<file path="src/dleq_pkg.sv">
// shared types and constants of the doubly linked entry queue
`default_nettype none

package dleq_pkg;

	// entry pool and link encoding
	localparam int NUM_ENTRIES = 16;
	localparam int ID_W        = 4;
	localparam int LINK_W      = ID_W + 1;
	localparam logic [LINK_W-1:0] LINK_NONE = LINK_W'(NUM_ENTRIES);

	// request kinds
	typedef enum logic [1:0] {
		KIND_PUSH  = 2'd0,
		KIND_DEQ   = 2'd1,
		KIND_REM   = 2'd2,
		KIND_QUERY = 2'd3
	} op_kind_t;

	// sequencer states
	typedef enum logic [3:0] {
		ST_IDLE = 4'b0001,
		ST_EXEC = 4'b0010,
		ST_LINK = 4'b0100,
		ST_POST = 4'b1000
	} state_t;

	// write request to a link memory
	typedef struct packed {
		logic              en;
		logic [ID_W-1:0]   addr;
		logic [LINK_W-1:0] data;
	} link_wr_t;

endpackage

`default_nettype wire

</file>
<file path="src/doubly_linked_entry_queue.sv">
// an accepted item passes through EXEC, then LINK for a push onto a non-empty queue, then POST;
// one item at a time: a new item is taken only after the result enters the output register
// the pace is set by the single write port of the next link memory (written twice by a push
// onto a non-empty queue) and by the registered read of the link memories after acceptance
// reset clears head, tail, empty state, member bits and the output valid flag;
// link memories are not cleared, every link is written by a push before its value is used
`default_nettype none

module doubly_linked_entry_queue
	import dleq_pkg::*;
(
	input  wire logic            clk,
	input  wire logic            arst_n,
	input  wire logic            in_valid,
	output logic                 in_ready,
	input  wire logic [1:0]      kind,
	input  wire logic [ID_W-1:0] entry_id,
	output logic                 out_valid,
	input  wire logic            out_ready,
	output logic [ID_W-1:0]      result_id,
	output logic                 result_valid,
	output logic                 found,
	output logic                 is_empty,
	output logic                 error
);

	state_t                 state_q, state_d;
	op_kind_t               kind_q;
	logic [ID_W-1:0]        id_q;
	logic [ID_W-1:0]        head_q, head_d;
	logic [ID_W-1:0]        tail_q, tail_d;
	logic                   nonempty_q, nonempty_d;
	logic [NUM_ENTRIES-1:0] member_q, member_d;
	logic [ID_W-1:0]        link_addr_q;

	logic [ID_W-1:0]        res_id_q, res_id_d;
	logic                   res_valid_q, res_valid_d;
	logic                   res_found_q, res_found_d;
	logic                   res_err_q, res_err_d;

	logic                   out_valid_q;
	logic [ID_W-1:0]        out_id_q;
	logic                   out_rvalid_q, out_found_q, out_empty_q, out_err_q;

	logic                   accept;
	logic [ID_W-1:0]        rd_addr;
	logic [LINK_W-1:0]      rd_next, rd_prev;
	link_wr_t               next_wr, prev_wr;

	logic [ID_W-1:0]        tgt;
	logic                   tgt_head, tgt_tail;
	logic [ID_W-1:0]        nx_id, pv_id;
	logic                   nx_none, pv_none;
	logic                   out_free;

	// input handshake and link read address
	assign in_ready = (state_q == ST_IDLE);
	assign accept   = in_valid && in_ready;
	assign rd_addr  = (op_kind_t'(kind) == KIND_DEQ) ? head_q : entry_id;

	dleq_link_ram #(.DEPTH(NUM_ENTRIES), .WIDTH(LINK_W)) u_next_ram (
		.clk     (clk),
		.wr      (next_wr),
		.rd_en   (accept),
		.rd_addr (rd_addr),
		.rd_data (rd_next)
	);

	dleq_link_ram #(.DEPTH(NUM_ENTRIES), .WIDTH(LINK_W)) u_prev_ram (
		.clk     (clk),
		.wr      (prev_wr),
		.rd_en   (accept),
		.rd_addr (rd_addr),
		.rd_data (rd_prev)
	);

	// unlink target and its neighbours
	assign tgt      = (kind_q == KIND_DEQ) ? head_q : id_q;
	assign tgt_head = (tgt == head_q);
	assign tgt_tail = (tgt == tail_q);
	assign nx_id    = rd_next[ID_W-1:0];
	assign pv_id    = rd_prev[ID_W-1:0];
	assign nx_none  = rd_next[ID_W];
	assign pv_none  = rd_prev[ID_W];
	assign out_free = !out_valid_q || out_ready;

	// operation decode, list update and link writes
	always_comb begin
		state_d     = state_q;
		head_d      = head_q;
		tail_d      = tail_q;
		nonempty_d  = nonempty_q;
		member_d    = member_q;
		res_id_d    = '0;
		res_valid_d = 1'b0;
		res_found_d = 1'b0;
		res_err_d   = 1'b0;
		next_wr     = '0;
		prev_wr     = '0;

		unique case (state_q)
			ST_IDLE: begin
				if (accept) begin
					state_d = ST_EXEC;
				end
			end
			ST_EXEC: begin
				state_d = ST_POST;
				unique case (kind_q)
					KIND_PUSH: begin
						if (member_q[id_q]) begin
							res_err_d = 1'b1;
						end else begin
							next_wr = '{en: 1'b1, addr: id_q, data: LINK_NONE};
							prev_wr = '{en: 1'b1, addr: id_q,
								data: nonempty_q ? {1'b0, tail_q} : LINK_NONE};
							if (nonempty_q) begin
								state_d = ST_LINK;
							end else begin
								head_d = id_q;
							end
							tail_d          = id_q;
							nonempty_d      = 1'b1;
							member_d[id_q]  = 1'b1;
						end
					end
					KIND_QUERY: begin
						res_found_d = member_q[id_q];
					end
					default: begin
						// dequeue and remove share the unlink
						if ((kind_q == KIND_DEQ) ? !nonempty_q : !member_q[id_q]) begin
							res_err_d = 1'b1;
						end else begin
							priority if (tgt_head && tgt_tail) begin
								nonempty_d = 1'b0;
								head_d     = '0;
								tail_d     = '0;
							end else if (tgt_head) begin
								if (!nx_none) begin
									head_d  = nx_id;
									prev_wr = '{en: 1'b1, addr: nx_id, data: LINK_NONE};
								end
							end else if (tgt_tail) begin
								if (!pv_none) begin
									tail_d  = pv_id;
									next_wr = '{en: 1'b1, addr: pv_id, data: LINK_NONE};
								end
							end else begin
								if (!pv_none) begin
									next_wr = '{en: 1'b1, addr: pv_id, data: rd_next};
								end
								if (!nx_none) begin
									prev_wr = '{en: 1'b1, addr: nx_id, data: rd_prev};
								end
							end
							member_d[tgt] = 1'b0;
							if (kind_q == KIND_DEQ) begin
								res_id_d    = head_q;
								res_valid_d = 1'b1;
							end else if (!nx_none) begin
								res_id_d    = nx_id;
								res_valid_d = 1'b1;
							end
						end
					end
				endcase
			end
			ST_LINK: begin
				// old tail now points at the pushed entry
				next_wr = '{en: 1'b1, addr: link_addr_q, data: {1'b0, id_q}};
				state_d = ST_POST;
			end
			ST_POST: begin
				if (out_free) begin
					state_d = ST_IDLE;
				end
			end
			default: begin
				state_d = ST_IDLE;
			end
		endcase
	end

	// control state
	always_ff @(posedge clk or negedge arst_n) begin
		if (!arst_n) begin
			state_q     <= ST_IDLE;
			head_q      <= '0;
			tail_q      <= '0;
			nonempty_q  <= 1'b0;
			member_q    <= '0;
			out_valid_q <= 1'b0;
		end else begin
			state_q    <= state_d;
			head_q     <= head_d;
			tail_q     <= tail_d;
			nonempty_q <= nonempty_d;
			member_q   <= member_d;
			if (state_q == ST_POST && out_free) begin
				out_valid_q <= 1'b1;
			end else if (out_ready) begin
				out_valid_q <= 1'b0;
			end
		end
	end

	// item capture and result holding
	always_ff @(posedge clk) begin
		if (accept) begin
			kind_q <= op_kind_t'(kind);
			id_q   <= entry_id;
		end
		if (state_q == ST_EXEC) begin
			link_addr_q <= tail_q;
			res_id_q    <= res_id_d;
			res_valid_q <= res_valid_d;
			res_found_q <= res_found_d;
			res_err_q   <= res_err_d;
		end
		if (state_q == ST_POST && out_free) begin
			out_id_q     <= res_id_q;
			out_rvalid_q <= res_valid_q;
			out_found_q  <= res_found_q;
			out_empty_q  <= !nonempty_q;
			out_err_q    <= res_err_q;
		end
	end

	// output register
	assign out_valid    = out_valid_q;
	assign result_id    = out_id_q;
	assign result_valid = out_rvalid_q;
	assign found        = out_found_q;
	assign is_empty     = out_empty_q;
	assign error        = out_err_q;

endmodule

`default_nettype wire

</file>
<file path="src/dleq_link_ram.sv">
// link word memory, one write port and one registered read port
`default_nettype none

module dleq_link_ram
	import dleq_pkg::*;
#(
	parameter int DEPTH = 16,
	parameter int WIDTH = 5
) (
	input  wire logic                     clk,
	input  wire link_wr_t                 wr,
	input  wire logic                     rd_en,
	input  wire logic [$clog2(DEPTH)-1:0] rd_addr,
	output logic      [WIDTH-1:0]         rd_data
);

	logic [WIDTH-1:0] mem [DEPTH];

	// write port
	always_ff @(posedge clk) begin
		if (wr.en) begin
			mem[wr.addr[$clog2(DEPTH)-1:0]] <= wr.data[WIDTH-1:0];
		end
	end

	// registered read port
	always_ff @(posedge clk) begin
		if (rd_en) begin
			rd_data <= mem[rd_addr];
		end
	end

endmodule

`default_nettype wire

</file>
<file path="config.mk">
export PLATFORM = sky130hd
export DESIGN_NAME = doubly_linked_entry_queue
export DESIGN_NICKNAME = d
export VERILOG_FILES = /design/src/dleq_pkg.sv /design/src/doubly_linked_entry_queue.sv /design/src/dleq_link_ram.sv
export SDC_FILE = /design/constraint.sdc
export NUM_CORES = 1
export LEC_CHECK = 0
export ABC_AREA = 0
export BUFFER_PORTS_ARGS = -buffer_cell sky130_fd_sc_hd__buf_4
export CORE_AREA = 4 4 166 168
export CTS_CLUSTER_SIZE = 24
export DETAILED_ROUTE_END_ITERATION = 10
export DIE_AREA = 0 0 170 172
export GPL_ROUTABILITY_DRIVEN = 0
export GPL_TIMING_DRIVEN = 0
export MAX_ROUTING_LAYER = met4
export PLACE_DENSITY_LB_ADDON = 0.25
export SLEW_MARGIN = 20
export SYNTH_ARGS = -nofsm -noshare
export SYNTH_HDL_FRONTEND = slang
export SYNTH_HIERARCHICAL = 1
export SYNTH_SLANG_ARGS = --single-unit
export TNS_END_PERCENT = 10
</file>
<file path="constraint.sdc">
create_clock -name clk -period 4.5 [get_ports clk]
set_clock_uncertainty 0.15 [all_clocks]
set_input_delay 0.9 -clock clk [delete_from_list [all_inputs] [get_ports clk]]
set_output_delay 0.9 -clock clk [all_outputs]
set_load 0.01 [all_outputs]
</file>
==> impl.org <==
** Status
- Status :: complete, no violations

** Floorplan
- The die is 170 um wide.
- The floorplan has 59 rows.
- Initial core utilization :: 37.7%
- 20 I/O pins were placed.
- The floorplan step defined a die boundary enclosing between 20000 and 30000 sq um.
- Core area :: approximately 26000 sq um
- Die Span Y :: between 150 and 200 um

** Drt
- DRT Wirelength :: ~22000 um
- In the routed design, unresolved DRC markers number 0.
- Detailed-route vias per instance :: approximately 5.6
- In this run the remaining antenna-violating nets after routing total 0.
- Via count :: 5743
- The detailed router finished its first iteration with approximately 450 violations.
- After detailed routing, the average wire length per cell comes to between 20 and 25 um.
- Number of search-and-repair iterations in the first detailed-routing pass :: 5

** Synth
- Proportion of synthesized chip area in sequential cells :: roughly 68%
- Number of storage elements in the synthesis netlist :: roughly 230
- Synthesis instantiated 53 different standard cells from the library.
- Leading post-synthesis cells by cell area :: edfxtp_1 60%, mux4_2 9.2%, dfrtp_1 7.4%
- Total of warnings raised by yosys :: 6
- Post-synthesis instance total :: between 600 and 700
- Number of synthesized flops with an enable pin :: 195
- Counting every net in the synthesized netlist gives 639.
- Syn Area/Cell :: 15.6 sq um
- Synth top area share :: between 50% and 60%
- Syn Std Cell Area :: 9770 sq um
- Most common flop cell mapped by yosys :: edfxtp_1
- Leading area contributor after synthesis :: edfxtp_1
- Share of synthesized flip-flops with an asynchronous set or reset :: between 10% and 20%

** Global route
- Summed over all layers, the global routing overflow is 0.
- Total global routing track utilization :: 15.0%
- The number of antenna violations at the first check in global routing was 0.
- The first global-routing pass estimated roughly 33000 um of wire.
- The number of global-route vias before repair came to around 5900.
- Pin count of the biggest net entering global routing :: 31

** Power and ir drop
- Leak pwr :: between 3 and 4 nW
- For this design the ratio of total power to cell area is approximately 480 nW/um^2.
- The worst-case IR drop observed on VDD is around 0.00027 V.

** Setup path
- Startpoint of the most critical register-to-register path :: kind_q[0]$_DFFE_PP_
- The worst register-to-register path has a setup slack of between 300 and 400 ps.
- Crit Path Max Fanout :: 10
- The critical path goes through ha_1 > buf_2 > inv_1 > clkbuf_1 > nand2_1 > or4_1 > nor2_1 > nand2b_1 > or3b_2 > nor2_1.
- The critical path contains buffers and inverters numbering 3 combined.
- The worst setup path is of the reg -> reg kind.
- Max stage delay cell, worst path :: or3b_2
- The worst setup path is launched from a flip-flop.
- Most numerous cell on the critical path :: nor2_1
- Arrival time at the worst endpoint :: around 4100 ps
- Critical Path End Type :: flip-flop
- CP max stage delay :: roughly 520 ps
- Broken down by cell family, the worst path's largest delay share belongs to simple AND/OR/NAND/NOR gates.
- The most critical setup path has its startpoint at kind_q[0]$_DFFE_PP_.
- At the worst endpoint, the required time is ~4500 ps.

** Finish
- The repair_antennas step left the layout with diodes totalling 0.
- The library cell used most frequently in the layout, excluding fill and tap cells, is edfxtp_1.
- Summing all multi-input logic gate instances after layout gives around 3000 sq um.
- Non-Filler Instances :: between 1000 and 1500
- The layout has 2272 filler cells.
- Relative to the synthesized area, the layout overhead comes to 14.6%.
- Layout net count :: between 600 and 700
- Of the cells placed in the final design, the portion with a size suffix greater than 1 is 20.5%.
- Leaving out fill and tap cells, the most frequent cells in the layout are 195 x edfxtp_1, 45 x nor2_1, 40 x mux4_2.
- Combined flip-flop and latch cell area :: around 6600 sq um

** Timing
- Fin. Hold Viols :: 0
- Static timing analysis puts the maximum clock frequency at between 0.2 and 0.25 GHz.
- Period minus WS final :: between 4000 and 5000 ps
- Final-report setup violation count :: 0
- Unrepaired setup endpoints after global routing :: false
- Worst slew margin relative to its limit :: around 18%
- Period Utilization, post-route :: roughly 90%
- The number of max-slew violations in the final report is 0.
- Setup total negative slack :: 0 ps
- At the pin with the least slew margin, the transition time is between 1000 and 1500 ps.
- Worst Hold Slack :: between 150 and 200 ps

** Clock tree
- Once the clock tree was built, the setup fixing pass inserted 0 buffers.
- TritonCTS clock tree :: built
- Post-CTS clock slew at the launch and capture registers of the worst setup and hold paths :: around 60 ps
- Hold repair after CTS inserted 0 buffers.
- In this run the number of H-tree levels came out at 1.
- Clock Tree Root :: clkbuf_16
- The longest clock path from root to sink contains 3 buffers.
- Number of buffers created by CTS :: 25
- For this design, the sink count on the clock tree is 225.
- Clock latency at the later pin of the worst-skew pair :: about 520 ps

** Placed design
- The count of buffers added on input and output ports is 19.
- The wire-length estimate of the detail-placed layout is ~15000 um.
- In this run, placement finished with an instance count of between 900 and 1000.

** Worst hold path
- The worst hold path belongs to the class in -> async.

** Flow run
- Maximum capacitance violations :: 0
-- area by class of cell --
cell class	instances	area share, %
Buffer	29	1.49
Inverter	12	0.402
Tap cell	335	3.74
Clock inverter	11	0.984
Multi-Input combinational cell	360	26.8
Clock buffer	33	5.95
Sequential cell	225	59.0
Timing Repair Buffer	24	1.61
-- flip-flops by register name (all words and copies together) (netlist names), 2 cells and up --
name,count
head_q,4
id_q,4
kind_q,2
link_addr_q,4
member_q,16
res_id_q,4
result_id,4
state_q,4
tail_q,4
u_next_ram/mem,80
u_next_ram/rd_data,5
u_prev_ram/mem,80
u_prev_ram/rd_data,5
-- Yosys cell counts (5+ instances only) --
library cell  count
mux4_2           40
buf_6             5
inv_1            10
nor2b_1          12
nor2_1           45
nand2b_1          8
o21ai_0           7
clkbuf_1         10
xnor2_1           8
a221o_1           5
mux2_2           11
nand4_1          10
edfxtp_1        195
nand3_1          29
buf_2             7
nand2_1          36
mux2i_1          12
a21oi_1          36
o31ai_1           5
a22o_1           17
dfrtp_1          29
nor3_1           11
nand3b_1          5
and3_1            6
a22oi_1          16
-- metal layers --
metal	GRT usage, %	routed length (um)	vias up
li1	-	-	2596
met1	19.4	9060	2928
met2	25.2	11000	183
met3	2.40	1220	36
met4	3.58	374	0
met5	-	0	-
-- report_power, final --
group	internal, mW	switching (mW)
Sequential	2.42	0.103
Clock	1.15	0.759
Combinational	0.354	0.627
Total	3.92	1.49
-- worst paths after layout --
path / depth (start not counted) / to
worst max-delay path: 10 / u_next_ram/mem[3][4]$_DFFE_PP_
worst min-delay path: 1 / head_q[1]$_DFFE_PN0P_
worst max register to register: 10 / u_next_ram/mem[3][4]$_DFFE_PP_
worst min register to register: 0 / result_id[0]$_DFFE_PP_
max in group asynchronous: 1 / state_q[0]$_DFFE_PN1P_
min in group clk: 0 / result_id[0]$_DFFE_PP_
-- what timing repair did --
| action | in CTS | in global routing |
|---|---|---|
| setup endpoints to repair | 0 | 38 |
| resized for setup | 0 | 3 |
| endpoints found under the hold margin | 0 | 0 |
-- cell families (layout without fill, tap and decap cells) --
group	after synthesis	after routing	share of synthesized area, %
AOI/OAI and AO/OA	106	106	7.77
buffers and inverters	41	109	2.16
DFF	225	225	67.6
adders and majority gates	3	3	0.384
and+or+nand+nor	180	180	9.61
muxes	63	63	11.7
xor gates and xnor gates	8	8	0.717
-- metrics by stage --
stage	total power, mW	worst slack, ps	util (%)	cell area, sq um
final	5.41	369	43.2	11200
after global routing	5.65	55.4	43.2	11200
after CTS	5.45	145	43.1	11200
after detailed placement	3.52	163	40.1	10400
after global placement	3.48	131	39.9	10300
after floorplan	3.21	988	-	9770
Note: power is estimated with default switching activity, not from simulation.
